[src/hdl/mtcqf_pkg.sv]
`default_nettype none

package mtcqf_pkg;

	localparam int unsigned IDX_W = 4;

	localparam logic [3:0] PIECE_FRAME_LO  = 4'd0;
	localparam logic [3:0] PIECE_FRAME_HI  = 4'd1;
	localparam logic [3:0] PIECE_SEC_LO    = 4'd2;
	localparam logic [3:0] PIECE_SEC_HI    = 4'd3;
	localparam logic [3:0] PIECE_MIN_LO    = 4'd4;
	localparam logic [3:0] PIECE_MIN_HI    = 4'd5;
	localparam logic [3:0] PIECE_HOUR_LO   = 4'd6;
	localparam logic [3:0] PIECE_HOUR_HI   = 4'd7;

	localparam logic [7:0] BYTE_CLOCK      = 8'hF8;
	localparam logic [7:0] BYTE_SYSEX      = 8'hF0;
	localparam logic [7:0] BYTE_MFR_ID     = 8'h28;
	localparam logic [7:0] BYTE_POS_CMD    = 8'h15;
	localparam logic [7:0] BYTE_PAD        = 8'h00;
	localparam logic [7:0] BYTE_EOX        = 8'hF7;

	localparam logic [1:0] LAG_EARLY       = 2'd0;
	localparam logic [1:0] LAG_MID         = 2'd1;
	localparam logic [1:0] LAG_FULL        = 2'd2;

	localparam logic [1:0] RATE_RESET      = 2'd3;
	localparam logic [7:0] SYNC_MAX        = 8'hFF;

	localparam logic [IDX_W-1:0] IDX_LAST_SINGLE = 4'd0;
	localparam logic [IDX_W-1:0] IDX_LAST_POS    = 4'd9;

	typedef enum logic [1:0] {
		EM_NONE,
		EM_CLOCK,
		EM_POS
	} emit_mode_t;

	typedef enum logic {
		ST_IDLE,
		ST_EMIT
	} state_t;

	typedef struct packed {
		logic             load;
		logic [IDX_W-1:0] idx;
	} cmd_t;

	typedef struct packed {
		logic [IDX_W-1:0] last_idx;
	} status_t;

	function automatic logic [7:0] pos_byte(
		input logic [IDX_W-1:0] idx,
		input logic [4:0]       hh,
		input logic [5:0]       mm,
		input logic [5:0]       ss,
		input logic [4:0]       ff
	);
		logic [7:0] b;
		unique case (idx)
			4'd0:    b = BYTE_SYSEX;
			4'd1:    b = BYTE_MFR_ID;
			4'd2:    b = BYTE_POS_CMD;
			4'd3:    b = {3'd0, hh};
			4'd4:    b = {2'd0, mm};
			4'd5:    b = {2'd0, ss};
			4'd6:    b = {3'd0, ff};
			4'd7:    b = BYTE_PAD;
			4'd8:    b = BYTE_EOX;
			default: b = BYTE_CLOCK;
		endcase
		return b;
	endfunction

endpackage

`default_nettype wire

[src/hdl/mtcqf_if.sv]
`default_nettype none

interface mtcqf_in_if;
	logic       valid;
	logic       ready;
	logic       action;
	logic [7:0] data_byte;

	modport source (output valid, output action, output data_byte, input ready);
	modport sink (input valid, input action, input data_byte, output ready);
endinterface

interface mtcqf_out_if;
	logic       valid;
	logic       ready;
	logic       emit_valid;
	logic [7:0] emit_byte;
	logic       last;
	logic [4:0] hours;
	logic [5:0] minutes;
	logic [5:0] seconds;
	logic [4:0] frames;
	logic [1:0] rate_type;
	logic [1:0] lag_phase;
	logic       time_updated;

	modport source (
		output valid, output emit_valid, output emit_byte, output last,
		output hours, output minutes, output seconds, output frames,
		output rate_type, output lag_phase, output time_updated,
		input ready
	);
	modport sink (
		input valid, input emit_valid, input emit_byte, input last,
		input hours, input minutes, input seconds, input frames,
		input rate_type, input lag_phase, input time_updated,
		output ready
	);
endinterface

interface mtcqf_cfg_if;
	logic valid;
	logic ready;
	logic data;

	modport source (output valid, output data, input ready);
	modport sink (input valid, input data, output ready);
endinterface

`default_nettype wire

[src/hdl/mtcqf_datapath.sv]
`default_nettype none

module mtcqf_datapath (
	input  wire logic              clk,
	input  wire logic              arst_n,
	input  wire mtcqf_pkg::cmd_t   cmd,
	output mtcqf_pkg::status_t     status,
	input  wire logic              in_action,
	input  wire logic [7:0]        in_data_byte,
	input  wire logic              cfg_we,
	input  wire logic              cfg_data,
	output logic                   emit_valid,
	output logic [7:0]             emit_byte,
	output logic                   last,
	output logic [4:0]             hours,
	output logic [5:0]             minutes,
	output logic [5:0]             seconds,
	output logic [4:0]             frames,
	output logic [1:0]             rate_type,
	output logic [1:0]             lag_phase,
	output logic                   time_updated
);
	import mtcqf_pkg::*;

	logic [3:0] frame_lo_q, sec_lo_q, min_lo_q, hour_lo_q;
	logic       frame_hi_q;
	logic [1:0] sec_hi_q, min_hi_q;
	logic [4:0] hours_q, frames_q;
	logic [5:0] minutes_q, seconds_q;
	logic [1:0] rate_q, lag_q;
	logic [7:0] sync_count_q;
	logic       enable_q, upd_q;
	emit_mode_t mode_q;

	logic [3:0] piece;
	logic       is_data;
	logic [7:0] sync_next;
	emit_mode_t mode_next;

	assign piece   = in_data_byte[7:4];
	assign is_data = !in_action;

	always_comb begin
		sync_next = (sync_count_q == SYNC_MAX) ? SYNC_MAX : sync_count_q + 8'd1;
		mode_next = EM_NONE;
		if (is_data && piece == PIECE_SEC_HI && sync_count_q != 8'd0) begin
			mode_next = EM_CLOCK;
		end else if (is_data && piece == PIECE_HOUR_HI && enable_q) begin
			mode_next = (sync_count_q == 8'd0) ? EM_POS : EM_CLOCK;
		end
	end

	always_ff @(posedge clk or negedge arst_n) begin
		if (!arst_n) begin
			enable_q     <= 1'b0;
			sync_count_q <= 8'd0;
			frame_lo_q   <= 4'd0;
			frame_hi_q   <= 1'b0;
			sec_lo_q     <= 4'd0;
			sec_hi_q     <= 2'd0;
			min_lo_q     <= 4'd0;
			min_hi_q     <= 2'd0;
			hour_lo_q    <= 4'd0;
			hours_q      <= 5'd0;
			minutes_q    <= 6'd0;
			seconds_q    <= 6'd0;
			frames_q     <= 5'd0;
			rate_q       <= RATE_RESET;
			lag_q        <= LAG_EARLY;
			upd_q        <= 1'b0;
			mode_q       <= EM_NONE;
		end else begin
			if (cfg_we) begin
				enable_q     <= cfg_data;
				sync_count_q <= 8'd0;
			end
			if (cmd.load) begin
				mode_q <= mode_next;
				upd_q  <= is_data && piece == PIECE_HOUR_HI;
				if (!is_data) begin
					sync_count_q <= 8'd0;
				end else begin
					unique case (piece)
						PIECE_FRAME_LO: begin
							frame_lo_q <= in_data_byte[3:0];
							lag_q      <= LAG_EARLY;
						end
						PIECE_FRAME_HI: begin
							frame_hi_q <= in_data_byte[0];
							lag_q      <= LAG_EARLY;
						end
						PIECE_SEC_LO: begin
							sec_lo_q <= in_data_byte[3:0];
							lag_q    <= LAG_EARLY;
						end
						PIECE_SEC_HI: begin
							sec_hi_q <= in_data_byte[1:0];
							lag_q    <= LAG_MID;
						end
						PIECE_MIN_LO: begin
							min_lo_q <= in_data_byte[3:0];
							lag_q    <= LAG_MID;
						end
						PIECE_MIN_HI: begin
							min_hi_q <= in_data_byte[1:0];
							lag_q    <= LAG_MID;
						end
						PIECE_HOUR_LO: begin
							hour_lo_q <= in_data_byte[3:0];
							lag_q     <= LAG_MID;
						end
						PIECE_HOUR_HI: begin
							hours_q   <= {in_data_byte[0], hour_lo_q};
							minutes_q <= {min_hi_q, min_lo_q};
							seconds_q <= {sec_hi_q, sec_lo_q};
							frames_q  <= {frame_hi_q, frame_lo_q};
							rate_q    <= in_data_byte[2:1];
							lag_q     <= LAG_FULL;
							if (enable_q) begin
								sync_count_q <= sync_next;
							end
						end
						default: begin
						end
					endcase
				end
			end
		end
	end

	assign status.last_idx = (mode_q == EM_POS) ? IDX_LAST_POS : IDX_LAST_SINGLE;

	always_comb begin
		unique case (mode_q)
			EM_POS:   emit_byte = pos_byte(cmd.idx, hours_q, minutes_q, seconds_q, frames_q);
			EM_CLOCK: emit_byte = BYTE_CLOCK;
			default:  emit_byte = BYTE_PAD;
		endcase
	end

	assign emit_valid   = (mode_q != EM_NONE);
	assign last         = (cmd.idx == status.last_idx);
	assign hours        = hours_q;
	assign minutes      = minutes_q;
	assign seconds      = seconds_q;
	assign frames       = frames_q;
	assign rate_type    = rate_q;
	assign lag_phase    = lag_q;
	assign time_updated = upd_q;

endmodule

`default_nettype wire

[src/hdl/mtcqf_ctrl.sv]
`default_nettype none

module mtcqf_ctrl (
	input  wire logic               clk,
	input  wire logic               arst_n,
	input  wire logic               in_valid,
	output logic                    in_ready,
	output logic                    out_valid,
	input  wire logic               out_ready,
	output mtcqf_pkg::cmd_t         cmd,
	input  wire mtcqf_pkg::status_t status
);
	import mtcqf_pkg::*;

	state_t           state_q, state_d;
	logic [IDX_W-1:0] idx_q, idx_d;

	always_ff @(posedge clk or negedge arst_n) begin
		if (!arst_n) begin
			state_q <= ST_IDLE;
			idx_q   <= '0;
		end else begin
			state_q <= state_d;
			idx_q   <= idx_d;
		end
	end

	always_comb begin
		state_d   = state_q;
		idx_d     = idx_q;
		in_ready  = 1'b0;
		out_valid = 1'b0;
		cmd.load  = 1'b0;
		cmd.idx   = idx_q;
		unique case (state_q)
			ST_IDLE: begin
				in_ready = 1'b1;
				if (in_valid) begin
					cmd.load = 1'b1;
					idx_d    = '0;
					state_d  = ST_EMIT;
				end
			end
			ST_EMIT: begin
				out_valid = 1'b1;
				if (out_ready) begin
					if (idx_q == status.last_idx) begin
						state_d = ST_IDLE;
					end else begin
						idx_d = idx_q + IDX_W'(1);
					end
				end
			end
			default: begin
				state_d = ST_IDLE;
			end
		endcase
	end

endmodule

`default_nettype wire

[src/hdl/mtc_quarter_frame_decoder.sv]
// channel   dir  handshake         payload
// in_ch     in   valid / ready     action, data_byte
// out_ch    out  valid / ready     emit_valid, emit_byte, last, time fields, lag, update flag
// cfg       in   valid / ready     direct sync enable (always ready)
//
// one request is taken, then its results go out one per cycle while out_ch is ready
// a request gives one result, or ten for the first piece 7 in direct sync
// the byte counter of the controller walks the position message
// in_ch is ready again the cycle after the last result is taken
// reset clears the time code, sync count and enable; rate type resets to 30 non-drop
`default_nettype none

module mtc_quarter_frame_decoder (
	input  wire logic  clk,
	input  wire logic  arst_n,
	mtcqf_in_if.sink   in_ch,
	mtcqf_out_if.source out_ch,
	mtcqf_cfg_if.sink  cfg
);
	import mtcqf_pkg::*;

	cmd_t    cmd;
	status_t status;

	assign cfg.ready = 1'b1;

	mtcqf_ctrl u_ctrl (
		.clk       (clk),
		.arst_n    (arst_n),
		.in_valid  (in_ch.valid),
		.in_ready  (in_ch.ready),
		.out_valid (out_ch.valid),
		.out_ready (out_ch.ready),
		.cmd       (cmd),
		.status    (status)
	);

	mtcqf_datapath u_dp (
		.clk          (clk),
		.arst_n       (arst_n),
		.cmd          (cmd),
		.status       (status),
		.in_action    (in_ch.action),
		.in_data_byte (in_ch.data_byte),
		.cfg_we       (cfg.valid),
		.cfg_data     (cfg.data),
		.emit_valid   (out_ch.emit_valid),
		.emit_byte    (out_ch.emit_byte),
		.last         (out_ch.last),
		.hours        (out_ch.hours),
		.minutes      (out_ch.minutes),
		.seconds      (out_ch.seconds),
		.frames       (out_ch.frames),
		.rate_type    (out_ch.rate_type),
		.lag_phase    (out_ch.lag_phase),
		.time_updated (out_ch.time_updated)
	);

`ifndef SYNTHESIS
	a_accept_then_emit: assert property (@(posedge clk) disable iff (!arst_n)
		in_ch.valid && in_ch.ready |=> out_ch.valid)
		else $error("no result after accepted request");

	a_one_side: assert property (@(posedge clk) disable iff (!arst_n)
		!(in_ch.ready && out_ch.valid))
		else $error("input ready while results pending");

	a_last_frees_input: assert property (@(posedge clk) disable iff (!arst_n)
		out_ch.valid && out_ch.ready && out_ch.last |=> in_ch.ready)
		else $error("input not ready after last result");

	a_empty_is_last: assert property (@(posedge clk) disable iff (!arst_n)
		out_ch.valid && !out_ch.emit_valid |-> out_ch.last && out_ch.emit_byte == BYTE_PAD)
		else $error("empty result not single");
`endif

endmodule

`default_nettype wire
[src/flat_wrapper.sv]
// flat-port wrapper written by rule: the top's interface ports become plain ports
module mtc_quarter_frame_decoder_flat import mtcqf_pkg::*;
  (clk, arst_n, in_ch_valid, in_ch_action, in_ch_data_byte, in_ch_ready, out_ch_valid, out_ch_emit_valid, out_ch_emit_byte, out_ch_last, out_ch_hours, out_ch_minutes, out_ch_seconds, out_ch_frames, out_ch_rate_type, out_ch_lag_phase, out_ch_time_updated, out_ch_ready, cfg_valid, cfg_data, cfg_ready);
  mtcqf_in_if in_ch_i ();
  mtcqf_out_if out_ch_i ();
  mtcqf_cfg_if cfg_i ();
  input  wire logic clk;
  input  wire logic arst_n;
  input wire logic [$bits(in_ch_i.valid)-1:0] in_ch_valid;
  input wire logic [$bits(in_ch_i.action)-1:0] in_ch_action;
  input wire logic [$bits(in_ch_i.data_byte)-1:0] in_ch_data_byte;
  output wire logic [$bits(in_ch_i.ready)-1:0] in_ch_ready;
  output wire logic [$bits(out_ch_i.valid)-1:0] out_ch_valid;
  output wire logic [$bits(out_ch_i.emit_valid)-1:0] out_ch_emit_valid;
  output wire logic [$bits(out_ch_i.emit_byte)-1:0] out_ch_emit_byte;
  output wire logic [$bits(out_ch_i.last)-1:0] out_ch_last;
  output wire logic [$bits(out_ch_i.hours)-1:0] out_ch_hours;
  output wire logic [$bits(out_ch_i.minutes)-1:0] out_ch_minutes;
  output wire logic [$bits(out_ch_i.seconds)-1:0] out_ch_seconds;
  output wire logic [$bits(out_ch_i.frames)-1:0] out_ch_frames;
  output wire logic [$bits(out_ch_i.rate_type)-1:0] out_ch_rate_type;
  output wire logic [$bits(out_ch_i.lag_phase)-1:0] out_ch_lag_phase;
  output wire logic [$bits(out_ch_i.time_updated)-1:0] out_ch_time_updated;
  input wire logic [$bits(out_ch_i.ready)-1:0] out_ch_ready;
  input wire logic [$bits(cfg_i.valid)-1:0] cfg_valid;
  input wire logic [$bits(cfg_i.data)-1:0] cfg_data;
  output wire logic [$bits(cfg_i.ready)-1:0] cfg_ready;
  assign in_ch_i.valid = in_ch_valid;
  assign in_ch_i.action = in_ch_action;
  assign in_ch_i.data_byte = in_ch_data_byte;
  assign in_ch_ready = in_ch_i.ready;
  assign out_ch_valid = out_ch_i.valid;
  assign out_ch_emit_valid = out_ch_i.emit_valid;
  assign out_ch_emit_byte = out_ch_i.emit_byte;
  assign out_ch_last = out_ch_i.last;
  assign out_ch_hours = out_ch_i.hours;
  assign out_ch_minutes = out_ch_i.minutes;
  assign out_ch_seconds = out_ch_i.seconds;
  assign out_ch_frames = out_ch_i.frames;
  assign out_ch_rate_type = out_ch_i.rate_type;
  assign out_ch_lag_phase = out_ch_i.lag_phase;
  assign out_ch_time_updated = out_ch_i.time_updated;
  assign out_ch_i.ready = out_ch_ready;
  assign cfg_i.valid = cfg_valid;
  assign cfg_i.data = cfg_data;
  assign cfg_ready = cfg_i.ready;
  mtc_quarter_frame_decoder u_core (.clk(clk), .arst_n(arst_n), .in_ch(in_ch_i), .out_ch(out_ch_i), .cfg(cfg_i));
endmodule
[config.mk]
export PLATFORM = sky130hd
export DESIGN_NAME = mtc_quarter_frame_decoder_flat
export DESIGN_NICKNAME = d
export VERILOG_FILES = /design/src/hdl/mtcqf_pkg.sv /design/src/hdl/mtcqf_if.sv /design/src/hdl/mtcqf_datapath.sv /design/src/hdl/mtcqf_ctrl.sv /design/src/hdl/mtc_quarter_frame_decoder.sv /design/src/flat_wrapper.sv
export SDC_FILE = /design/constraint.sdc
export NUM_CORES = 1
export LEC_CHECK = 0
export BUFFER_PORTS_ARGS = -buffer_cell sky130_fd_sc_hd__buf_2
export CORE_MARGIN = 2
export CORE_UTILIZATION = 46
export DETAILED_ROUTE_END_ITERATION = 12
export GPL_TIMING_DRIVEN = 0
export PLACE_DENSITY = 0.72
export SETUP_SLACK_MARGIN = 0.02
export SLEW_MARGIN = 5
export SYNTH_ARGS = -nofsm -noshare
export SYNTH_HDL_FRONTEND = slang
export SYNTH_HIERARCHICAL = 1
export SYNTH_SLANG_ARGS = --single-unit
[constraint.sdc]
create_clock -name clk -period 2.14 [get_ports clk]
set_clock_uncertainty 0.2 [all_clocks]
set_input_delay 0.428 -clock clk [delete_from_list [all_inputs] [get_ports clk]]
set_output_delay 0.428 -clock clk [all_outputs]
set_load 0.01 [all_outputs]
# [After elaboration in Yosys (flattened, before gate mapping)]
# Cells that the tools add are included.
[totals] output_inout_bits=40 inputBits=15 ff_bits=64
[op_classes] n_eq_ne=22 n_bitwise=2 n_addsub=2 n_reduce_logical=23 n_mux=24
[ops] cell="$pmux W8 S9" count=1
[ops] cell="$mux W8" count=6
[ops] cell="$eq A4 B3 Y1 const B" count=8
[ops] cell="$reduce_and A3 Y1" count=10
[ops] cell="$eq A4 B2 Y1 const B" count=4
[ops] cell="$mux W4" count=4
[ops] cell="$pmux W8 S2" count=1
[ops] cell="$add A8 B1 Y8 const B" count=1
[ops] cell="$eq A4 B1 Y1 const B" count=2
[ops] cell="$eq A8 B8 Y1 const B" count=1
[ops] cell="$logic_not A4 Y1" count=2
[ops] cell="$logic_not A8 Y1" count=1
[ops] cell="$pmux W4 S2" count=1
[ops] cell="$reduce_bool A8 Y1" count=1
[ops] cell="$mux W1" count=6
[ops] cell="$mux W2" count=3
[ops] cell="$ne A2 B2 Y1 const B" count=3
[ops] cell="$pmux W2 S3" count=1
[ops] cell="$add A4 B1 Y4 const B" count=1
[ops] cell="$eq A4 B4 Y1" count=1
[ops] cell="$eq A4 B4 Y1 const B" count=1
[ops] cell="$logic_and A1 B1 Y1" count=4
[ops] cell="$reduce_or A4 Y1" count=1
[ops] cell="$reduce_bool A3 Y1" count=1
[ops] cell="7 further kinds" count=8

# [Depth between registers and ports, before layout]
# Gate-level depths: netlist of run 1.
[logic_depth] ltp_word=6 mapped_depth=8

# [Hierarchy]
# The synthesis of run 1 kept the hierarchy.
[modules_own_cells] module="mtcqf_datapath" area_each_um2=3196.8 cells_per_inst=279 seq_area_each_um2=1478.9 n_inst=1
[modules_own_cells] module="mtcqf_ctrl" area_each_um2=346.6 cells_per_inst=37 seq_area_each_um2=125.1 n_inst=1
[modules_own_cells] module="mtc_quarter_frame_decoder" area_each_um2=11.3 cells_per_inst=2 seq_area_each_um2=0.0 n_inst=1

# [Worst setup path after synthesis of run 1]
# No wires, ideal clock.
[synth_timing] kind="register -> register" startpoint="register u_core.u_dp.mode_q[0]" endpoint="register u_core.u_ctrl.idx_q[0]" stages_incl_launch_ff=8 slack_ps=-28 arrival_ps=1842 setup_ps=126 path_buffers=1 path_cell_list="dfrtp_1 > inv_1 > ha_1 > buf_4 > nor2b_1 > a221o_1 > or3_4 > a221o_1"
[synth_lines] element="start: declaration" line="mtcqf_datapath.sv:33" rtl="emit_mode_t mode_q;"
[synth_lines] element="start signal: assignment" line="mtcqf_datapath.sv:78" rtl="mode_q <= mode_next;"
[synth_lines] element="end signal: assignment" line="mtcqf_ctrl.sv:24" rtl="idx_q <= idx_d;"
[synth_lines] element="end: declaration" line="mtcqf_ctrl.sv:16" rtl="logic [IDX_W-1:0] idx_q, idx_d;"

# [Worst setup path after layout of run 1]
[layout_timing] startpoint="register u_core.u_ctrl.idx_q[0]" endpoint="output out_ch_emit_byte[0]"
[layout_between] elab_chain_cells=3
[layout_rtl] element="$eq A4 B4 Y1, or another cell as far along" line="mtcqf_pkg.sv:61" rtl="unique case (idx)"
[layout_rtl] element="$pmux W8 S9 *" line="mtcqf_pkg.sv:61"
[layout_rtl] element="$pmux W8 S2 *" line="mtcqf_datapath.sv:134" rtl="unique case (mode_q)"
[layout_rtl] element="end: declaration" line="flat_wrapper.sv:15" rtl="output wire logic [$bits(out_ch_i.emit_byte)-1:0] out_ch_emit_byte;"
# Mark *: on every way between the ends. The rest lies on a longest branch, timed or not.

==> flow_metrics.py, run 1 <==
metrics = {
    "routing": {
        "via_count": 2816,
        "viasPerCell": 5.53,
        "drtIter0Drc": 102,
        "wirelength_um": 8660,
        "drc": 0,
        "drtPass1Iterations": 4,
        "postRouteAntennaNets": 0,
        "wire_per_inst_um": 17.0,
    },
    "global_routing": {
        "grt_max_degree": 65,
        "grt_overflow": 0,
        "grt_pass1_vias": 2649,
        "antenna_found_initial": 0,
        "grt_pass1_wl_um": 13300,
        "grt_use_total": 0.203,
    },
    "worst_setup_path": {
        "cp_max_fo": 8,
        "critPathKind": "reg2out",
        "cp.required_ns": 1.51,
        "endpoint_kind": "primary output",
        "cp-start-kind": "flip-flop",
        "critPathArrivalTime_ns": 1.76,
    },
    "logic_synthesis": {
        "synth.top_cells.by_area": "dfrtp_1 44%, mux2_4 8.9%, mux2_2 8.2%",
        "synth_seq_area_share": 0.451,
        "netlist.area_leader.share": 0.436,
        "synthMostInstantiatedCell": "dfrtp_1",
        "synth-edff-count": 0,
        "yosys_warnings": 6,
        "synth_area_leader_cell": "dfrtp_1",
        "async_flop_share": 1.00,
        "synth.cell_area_sq_mm": 0.00355,
        "synth_cells": 318,
        "synth_seq_cells": 64,
        "synth_area_per_cell_sq_um": 11.2,
        "synthFlopType": "dfrtp_1",
        "yosysUniqueCellTypes": 65,
        "netlist_top_cells_count": "62 x dfrtp_1, 26 x mux2_2, 21 x mux2_4, 18 x nand2_1, 16 x nor2_1",
    },
    "clock_network": {
        "root_buffer": "clkbuf_8",
        "htree_levels": 3,
        "clock_latency_ns": 0.34,
        "cts_buffers": 9,
        "cts_tree": "yes",
        "clk_pin_slew_ns": 0.07,
        "cts_sinks": 64,
        "cts_max_path_buffers": 2,
    },
    "power_and_ir_drop": {
        "switching_share": 0.342,
        "intPower_uw": 2700,
        "power_leakage_uw": 0.00222,
        "power_density_mw_per_mm2": 905,
        "power_frac_seq": 0.377,
        "total_power_uw": 4090,
        "switchingPower_uw": 1400,
        "irDropWorstVdd_v": 0.000488,
        "p_comb_frac": 0.361,
        "clockPowerShare": 0.261,
    },
    "finish": {
        "fin_util": 0.594,
        "fillers": 603,
        "drive_gt1_frac": 0.452,
        "n_antenna_cell": 0,
        "regArea_sq_mm": 0.00161,
        "multi_input_area_sq_mm": 0.00187,
        "finalNetCount": 423,
        "area_growth_pct": 27.2,
    },
    "die": {
        "ios": 55,
        "coreArea_sq_mm": 0.00761,
        "dieArea_sq_mm": 0.00845,
        "initial_core_util": 0.467,
        "rows": 32,
        "die_height_um": 91.9,
        "die_w_um": 91.9,
    },
    "status": {
        "run_status": "finished, violations left",
        "violations": "setup timing",
    },
    "placement": {
        "globalplace.congestion": 0.875,
        "portBuffers": 52,
        "dp_hpwl_um": 5740,
    },
    "sta": {
        "fin_crit_ns": 2.39,
        "final_hold_viol_count": 0,
        "relSlewSlack": 0.459,
        "max_freq_mhz": 418,
        "setup-violations-final": 12,
        "fin_ws_ns": -0.250,
        "slew_violations": 0,
        "rsz0062_at_grt": "yes",
        "fin_crit_sh": 1.12,
        "tightest_slew_ns": 0.811,
    },
    "hold_path": {
        "hold_class": "in2reg",
    },
    "flow_run": {
        "maxCapViolations": 0,
    },
}
timing repair:
action,4_1_cts,5_1_grt
hold buffers,1,0
gates cloned,1,0
hold endpoints to repair,6,0
pin swaps,8,10
resized for setup,33,21
buffers inserted,7,11
setup endpoints to repair,44,30
registers in the layout, summed over array words and instances, names as in the netlist:
signal                    count
u_core/u_dp/mode_q            2
u_core/u_dp/seconds           6
u_core/u_dp/time_updated      1
u_core/u_dp/frame_lo_q        4
u_core/u_dp/rate_type         2
u_core/u_dp/lag_phase         2
u_core/u_dp/minutes           6
u_core/u_dp/sec_hi_q          2
u_core/u_dp/hour_lo_q         4
u_core/u_ctrl/state_q         1
u_core/u_dp/min_lo_q          4
u_core/u_dp/sync_count_q      8
u_core/u_dp/enable_q          1
u_core/u_dp/frames            5
u_core/u_dp/hours             5
u_core/u_dp/min_hi_q          2
u_core/u_dp/frame_hi_q        1
u_core/u_ctrl/idx_q           4
u_core/u_dp/sec_lo_q          4
final cells by class:
class                   instances  area share
clock inverters                 6      0.0149
multi-input cells             221       0.415
repair buffers                 72      0.0988
plain buffers                  18      0.0437
well taps                     102      0.0282
inverters                      16      0.0133
clock buffers                  10      0.0304
flip-flops and latches         64       0.356
layer usage:
metal / vias up / track usage / wire length, um
li1: 1318 / - / -
met1: 1402 / 0.281 / 4040
met2: 80 / 0.303 / 4050
met3: 16 / 0.0542 / 391
met4: 0 / 0.0808 / 182
met5: - / 0 / 0
kinds of logic (layout without fill, tap and decap cells):
kind of cell               after synthesis  in the layout  share of synthesized area
xor gates and xnor gates                 2              2                    0.00493
AOI/OAI and AO/OA                       66             66                      0.127
muxes                                   49             49                      0.177
and+or+nand+nor                         95             95                      0.158
DFF                                     64             64                      0.451
buffers and inverters                   34            122                     0.0584
adders and majority gates                6              6                     0.0211
other                                    2              3                    0.00211
stage by stage:
| stage | std cells | cell area (sq um) | TNS [ns] | setup slack [ns] | hold slack [ns] |
|---|---|---|---|---|---|
| final | 509 | 4520 | -1.83 | -0.250 | 0.106 |
| after global routing | 509 | 4520 | -2.77 | -0.347 | 0.116 |
| after CTS | 498 | 4350 | -1.90 | -0.263 | 0.105 |
| after detailed placement | 473 | 3950 | -4.05 | -0.215 | 0.269 |
| after global placement | 473 | 3950 | -3.72 | -0.234 | 0.262 |
| after floorplan | 319 | 3560 | 0 | 0.0264 | -0.0676 |
path summary, 6_finish.rpt:
check / start / end / slack (ns) / depth (start not counted)
max: u_core/u_ctrl/idx_q[0] / out_ch_emit_byte[0] / -0.25 / 6
min: cfg_data / u_core/u_dp/enable_q / 0.11 / 3
max reg2reg: u_core/u_dp/mode_q[1] / u_core/u_ctrl/idx_q[3] / -0.06 / 6
min reg2reg: u_core/u_dp/lag_phase[1] / u_core/u_dp/lag_phase[1] / 0.29 / 1
max in group asynchronous: arst_n / u_core/u_ctrl/idx_q[1] / 0.67 / 2
min in group asynchronous: arst_n / u_core/u_ctrl/idx_q[2] / 0.51 / 2
cell usage in the layout (no fill, tap or decap), drive strengths merged, types with 7 or more instances in the layout:
cell     n
clkbuf  14
o21ai   15
buf     85
nor2    17
dfrtp   62
a21oi    9
nor2b   14
nand2   20
nor3    10
inv     17
o22ai    7
mux2    47
worst max-delay path, cell delays in order (launching register included):
cell and delay [ns]:
dfrtp_2 0.43, buf_6 0.14, mux2_4 0.29, a22oi_2 0.14
o22ai_1 0.11, and3b_1 0.17, buf_2 0.13
power by group through the flow:
stage / registers [uW] / clock network [uW] / logic [uW]
global placement: 1570 / 0 / 1020
detailed placement: 1570 / 0 / 1040
CTS: 1540 / 1090 / 1270
floorplan: 1540 / 0 / 752
global route: 1560 / 1140 / 1610
finish: 1540 / 1070 / 1480
No activity file was read; power rests on OpenSTA's default activity.
==> run 2, diff against run 1 <==
--- a/config.mk
+++ b/config.mk
@@ -11,7 +11,7 @@
 export DETAILED_ROUTE_END_ITERATION = 12
 export GPL_TIMING_DRIVEN = 0
 export PLACE_DENSITY = 0.72
-export SETUP_SLACK_MARGIN = 0.02
+export SETUP_SLACK_MARGIN = 0.4
 export SLEW_MARGIN = 5
 export SYNTH_ARGS = -nofsm -noshare
 export SYNTH_HDL_FRONTEND = slang
==> run 2 against run 1 <==
Compared with the run above:
- the run ends with hold timing, setup timing left
- combinational power rose by 28%
- register-to-register slack got worse by 0.14 ns
- non-clock buffer count grew 33
- via count increased by 7.1%
- sequential power hardly changed
- global-route usage grew 3.3 points
- critical path depth stayed put
- fmax shrank 2.5%
- largest cell class unchanged
- highest routed layer unchanged
==> flow_metrics.py, run 2 (synthesis gave the netlist of run 1 again) <==
metrics = {
    "worst_setup_path": {
        "critPathArrivalTime_ns": 1.82,
        "reg2reg_to": "u_core/u_dp/minutes[5]",
        "cp_max_fo": 10,
        "max_stage_delay_ns": 0.45,
        "endpoint_kind": "primary output",
        "cp.depth": 6,
        "crit_slowest_cell": "dfrtp_2",
        "crit_chain": "clkbuf_4, nor2_2, a22oi_1, o22ai_2, and3b_1, buf_2",
        "cp_num_buf_inv": 2,
        "timing.rr.start": "u_core/u_ctrl/state_q",
        "reg2reg_depth": 10,
        "critPathKind": "reg2out",
        "cp.required_ns": 1.51,
        "cp-start-kind": "flip-flop",
        "reg2reg_slack_ns": -0.20,
        "critPathTopFamily": "flip-flops",
    },
    "placement": {
        "dp_hpwl_um": 5660,
        "placed_cells": 473,
        "post-place-ws_ns": -0.191,
        "portBuffers": 52,
        "globalplace.congestion": 0.845,
    },
    "routing": {
        "wire_per_inst_um": 18.9,
        "viasPerCell": 5.57,
        "wirelength_um": 10300,
        "wl_met2_um": 5080,
        "drc": 0,
        "via_count": 3017,
        "topRoutingLayerUsed": "met4",
        "wl_met1_um": 4410,
        "postRouteAntennaNets": 0,
        "drtIter0Drc": 205,
        "met3_length_um": 506,
        "drtPass1Iterations": 4,
    },
    "hold_path": {
        "hold_class": "in2async",
    },
    "finish": {
        "final_cell_mix": "57 x dfrtp_1, 49 x buf_2, 47 x mux2_4",
        "area_growth_pct": 44.7,
        "regMostFlops": "u_core/u_dp/sync_count_q",
        "fin_cells": 542,
        "layout.cells.most_common": "dfrtp_1",
        "drive_gt1_frac": 0.543,
        "largest_reg_flops": 8,
        "n_antenna_cell": 0,
        "finalNetCount": 456,
    },
    "clock_network": {
        "htree_levels": 3,
        "cts_max_path_buffers": 2,
        "cts_buffers": 9,
        "cts_sinks": 64,
        "root_buffer": "clkbuf_8",
        "holdBufCountCts": 0,
        "clk_pin_slew_ns": 0.07,
        "cts_tree": "yes",
        "clock_latency_ns": 0.35,
    },
    "status": {
        "run_status": "finished, violations left",
        "violations": "hold timing, setup timing",
    },
    "flow_run": {
        "maxCapViolations": 0,
    },
    "die": {
        "ios": 55,
        "die_height_um": 91.9,
        "initial_core_util": 0.467,
        "rows": 32,
        "die_w_um": 91.9,
        "coreArea_sq_mm": 0.00761,
        "dieArea_sq_mm": 0.00845,
    },
    "global_routing": {
        "grt_pass1_wl_um": 15400,
        "grt_use_total": 0.236,
        "antenna_found_initial": 0,
        "grt_pass1_vias": 2935,
        "grt_max_degree": 65,
        "grt_overflow": 0,
    },
    "sta": {
        "tightest_slew_ns": 0.803,
        "relSlewSlack": 0.465,
        "hold_slack_ns": -0.0384,
        "fin_crit_ns": 2.45,
        "final_hold_viol_count": 55,
        "slew_violations": 0,
        "fin_crit_sh": 1.15,
        "rsz0062_at_grt": "yes",
        "fin_ws_ns": -0.311,
        "setup-violations-final": 47,
        "max_freq_mhz": 408,
    },
    "power_and_ir_drop": {
        "switching_share": 0.347,
        "clockPowerShare": 0.232,
        "intPower_uw": 2910,
        "irDropWorstVdd_v": 0.000514,
        "power_frac_seq": 0.344,
        "p_comb_frac": 0.424,
        "power_density_mw_per_mm2": 867,
        "power_leakage_uw": 0.00252,
        "switchingPower_uw": 1550,
        "total_power_uw": 4460,
    },
}
==> run 2: how the worst max path moves through the flow <==
stage,startpoint,endpoint,slack (ns)
floorplan,u_core/u_dp/mode_q[1],u_core/u_ctrl/idx_q[0],0.07
global placement,u_core/u_ctrl/idx_q[1],out_ch_emit_byte[0],-0.16
detailed placement,u_core/u_ctrl/idx_q[1],out_ch_emit_byte[0],-0.19
CTS,u_core/u_ctrl/idx_q[0],out_ch_emit_byte[0],-0.26
global route,u_core/u_ctrl/idx_q[1],out_ch_emit_byte[0],-0.36
finish,u_core/u_ctrl/idx_q[1],out_ch_emit_byte[0],-0.31
==> run 2: worst register-to-register path: stages (launching register included) <==
cell	delay [ns]
dfrtp_1	0.38
buf_6	0.13
nor2b_4	0.16
nor3b_4	0.24
and2_4	0.18
nor2b_4	0.17
buf_12	0.14
buf_12	0.11
buf_12	0.10
buf_12	0.11
mux2_4	0.30
==> run 2: what timing repair did <==
action,4_1_cts,5_1_grt
gates cloned,3,0
pin swaps,27,12
setup endpoints to repair,68,73
buffers inserted,36,14
resized for setup,64,49
==> run 2: through the flow <==
stage / cell area (sq um) / hold slack [ns] / setup TNS, ns / utilization
6_report: 5140 / -0.0384 / -5.37 / 0.676
5_1_grt: 5140 / 0.0236 / -8.26 / 0.676
4_1_cts: 4870 / 0.00630 / -3.22 / 0.641
3_5_place_dp: 4070 / 0.260 / -2.49 / 0.536
3_3_place_gp: 4070 / 0.260 / -1.84 / 0.535
2_1_floorplan: 3680 / -0.0676 / 0 / -
==> run 2: power by group through the flow <==
stage	clock network, uW	logic (uW)	registers [uW]
floorplan	0	853	1550
global placement	0	1130	1580
detailed placement	0	1150	1590
CTS	1060	1630	1520
global route	1130	2030	1550
finish	1040	1890	1530
==> run 2: cell type report <==
class | instances | area [sq um]
clock inverters | 6 | 68.8
plain buffers | 18 | 199
flip-flops and latches | 64 | 1610
well taps | 102 | 128
clock buffers | 10 | 128
fillers | 544 | 2460
inverters | 16 | 72.6
repair buffers | 105 | 855
multi-input cells | 221 | 2080
==> run 2: routing by layer <==
metal,vias to the layer above,global-route usage
li1,1387,-
met2,103,0.385
met3,19,0.0477
met1,1508,0.315
met5,-,0
met4,0,0.0759
==> run 3, diff against run 2 <==
--- a/config.mk
+++ b/config.mk
@@ -6,7 +6,6 @@
 export NUM_CORES = 1
 export LEC_CHECK = 0
 export BUFFER_PORTS_ARGS = -buffer_cell sky130_fd_sc_hd__buf_2
-export CORE_MARGIN = 2
 export CORE_UTILIZATION = 46
 export DETAILED_ROUTE_END_ITERATION = 12
 export GPL_TIMING_DRIVEN = 0
==> run 3 against run 2 <==
Compared with the run above:
- the flow finishes with violations (setup timing)
- final area down 1.4%
- global-route usage up 0.099 points
- total power down 0.92%
- critical path depth unchanged
- critical path type unchanged
==> flow_metrics.py, run 3 (synthesis gave the netlist of run 1 again) <==
metrics = {
    "status": {
        "run_status": "finished, violations left",
        "violations": "setup timing",
    },
    "placement": {
        "placed_area_sq_mm": 0.00407,
        "dp_hpwl_um": 5760,
        "globalplace.congestion": 0.881,
        "placed_cells": 470,
        "portBuffers": 52,
    },
    "worst_setup_path": {
        "crit_slowest_cell": "dfrtp_2",
        "reg2reg_to": "u_core/u_dp/seconds[1]",
        "endpoint_kind": "primary output",
        "critPathTopFamily": "flip-flops",
        "crit_chain": "buf_6, mux2_4, a22oi_2, o22ai_1, and3b_1, buf_2",
        "critPathArrivalTime_ns": 1.80,
        "cp_max_fo": 8,
        "max_stage_delay_ns": 0.43,
        "cp.required_ns": 1.51,
        "reg2reg_slack_ns": -0.10,
        "timing.rr.start": "u_core/u_ctrl/state_q",
        "cp-start-kind": "flip-flop",
        "critPathKind": "reg2out",
        "cp_num_buf_inv": 2,
        "reg2reg_depth": 9,
    },
    "routing": {
        "drtIter0Drc": 146,
        "wirelength_um": 9700,
        "viasPerCell": 5.63,
        "via_count": 2997,
        "drc": 0,
        "drtPass1Iterations": 5,
        "wire_per_inst_um": 18.2,
        "postRouteAntennaNets": 0,
    },
    "die": {
        "die_w_um": 89.9,
        "coreArea_sq_mm": 0.00737,
        "initial_core_util": 0.482,
        "ios": 55,
        "dieArea_sq_mm": 0.00808,
        "rows": 31,
        "die_height_um": 89.9,
    },
    "global_routing": {
        "busiest_layer": "met2",
        "antenna_found_initial": 0,
        "grtUsageMet2": 0.370,
        "grt_use_total": 0.237,
        "grt_pass1_wl_um": 14900,
        "grtUsageMet1": 0.328,
        "grt_max_degree": 65,
        "grt_overflow": 0,
        "grt_pass1_vias": 2824,
        "met3_usage": 0.0525,
    },
    "clock_network": {
        "cts_tree": "yes",
        "clock_latency_ns": 0.34,
        "cts_buffers": 9,
        "cts_sinks": 64,
        "clk_pin_slew_ns": 0.07,
        "cts_max_path_buffers": 2,
        "root_buffer": "clkbuf_8",
        "htree_levels": 3,
    },
    "finish": {
        "n_antenna_cell": 0,
        "regMostFlops": "u_core/u_dp/sync_count_q",
        "fin_cells": 532,
        "final_cell_mix": "58 x dfrtp_1, 47 x buf_2, 42 x mux2_4",
        "area_growth_pct": 42.7,
        "regArea_sq_mm": 0.00161,
        "final_area_sq_mm": 0.00507,
        "multi_input_area_sq_mm": 0.00209,
        "layout.cells.most_common": "dfrtp_1",
        "fillers": 509,
        "drive_gt1_frac": 0.547,
        "largest_reg_flops": 8,
        "finalNetCount": 449,
    },
    "sta": {
        "fin_ws_ns": -0.287,
        "final_hold_viol_count": 0,
        "relSlewSlack": 0.467,
        "rsz0062_at_grt": "yes",
        "max_freq_mhz": 412,
        "setup-violations-final": 36,
        "slew_violations": 0,
        "fin_crit_sh": 1.13,
        "tightest_slew_ns": 0.799,
        "fin_crit_ns": 2.43,
        "setup_tns_ns": -3.28,
    },
    "power_and_ir_drop": {
        "power_density_mw_per_mm2": 871,
        "total_power_uw": 4420,
        "irDropWorstVdd_v": 0.000495,
        "power_leakage_uw": 0.00249,
    },
    "hold_path": {
        "worstHoldEndpoint": "u_core/u_dp/enable_q",
        "hold_class": "in2reg",
        "hold_start": "cfg_data",
        "whs_path_depth": 3,
    },
    "flow_run": {
        "maxCapViolations": 0,
    },
}
==> run 3: layer usage <==
layer,wire [um],share of wire
met1,4270,0.44
met2,4710,0.49
met3,536,0.055
met4,196,0.020
met5,0,0
==> run 3: per-stage QoR <==
stage	hold slack, ns	worst slack [ns]	util
global route	0.124	-0.353	0.688
detailed placement	0.271	-0.166	0.552
floorplan	-0.0676	0.0750	-
global placement	0.259	-0.164	0.552
CTS	0.100	-0.256	0.648
finish	0.113	-0.287	0.688
==> run 3: cell type report <==
cell class / instances / area share
plain buffers: 18 / 0.0395
clock buffers: 12 / 0.0306
clock inverters: 4 / 0.00567
inverters: 16 / 0.0133
multi-input cells: 221 / 0.413
flip-flops and latches: 64 / 0.317
well taps: 99 / 0.0244
repair buffers: 98 / 0.157
==> run 3: power breakdown <==
group,leakage [uW],switching (uW),internal [uW]
clock network,0.0000886,495,484
logic,0.00154,907,998
registers,0.000862,156,1380
==> run 3: repair_timing <==
item / 4_1_cts / 5_1_grt
setup endpoints to repair: 67 / 71
cloned: 3 / 0
gates resized for setup: 41 / 56
setup buffers: 31 / 11
pin swaps: 22 / 17
hold buffers: 1 / 0
hold endpoints to repair: 2 / 0
==> run 3: worst max path at each step <==
stage,to,depth (start not counted),start
finish,out_ch_emit_byte[0],6,u_core/u_ctrl/idx_q[0]
global placement,out_ch_emit_byte[4],6,u_core/u_ctrl/idx_q[0]
floorplan,u_core/u_ctrl/idx_q[0],6,u_core/u_dp/mode_q[1]
CTS,out_ch_emit_byte[0],6,u_core/u_ctrl/idx_q[0]
detailed placement,out_ch_emit_byte[0],6,u_core/u_ctrl/idx_q[1]
global route,out_ch_emit_byte[0],6,u_core/u_ctrl/idx_q[0]
==> run 3: worst reg2reg max path: stages (launching register included) <==
cell and delay [ns]:
dfrtp_1 0.39, buf_6 0.13, nor2b_4 0.16, nor3b_4 0.23, and2_4 0.18, nor2b_4 0.17
buf_12 0.15, buf_12 0.12, buf_12 0.11, mux2_4 0.29
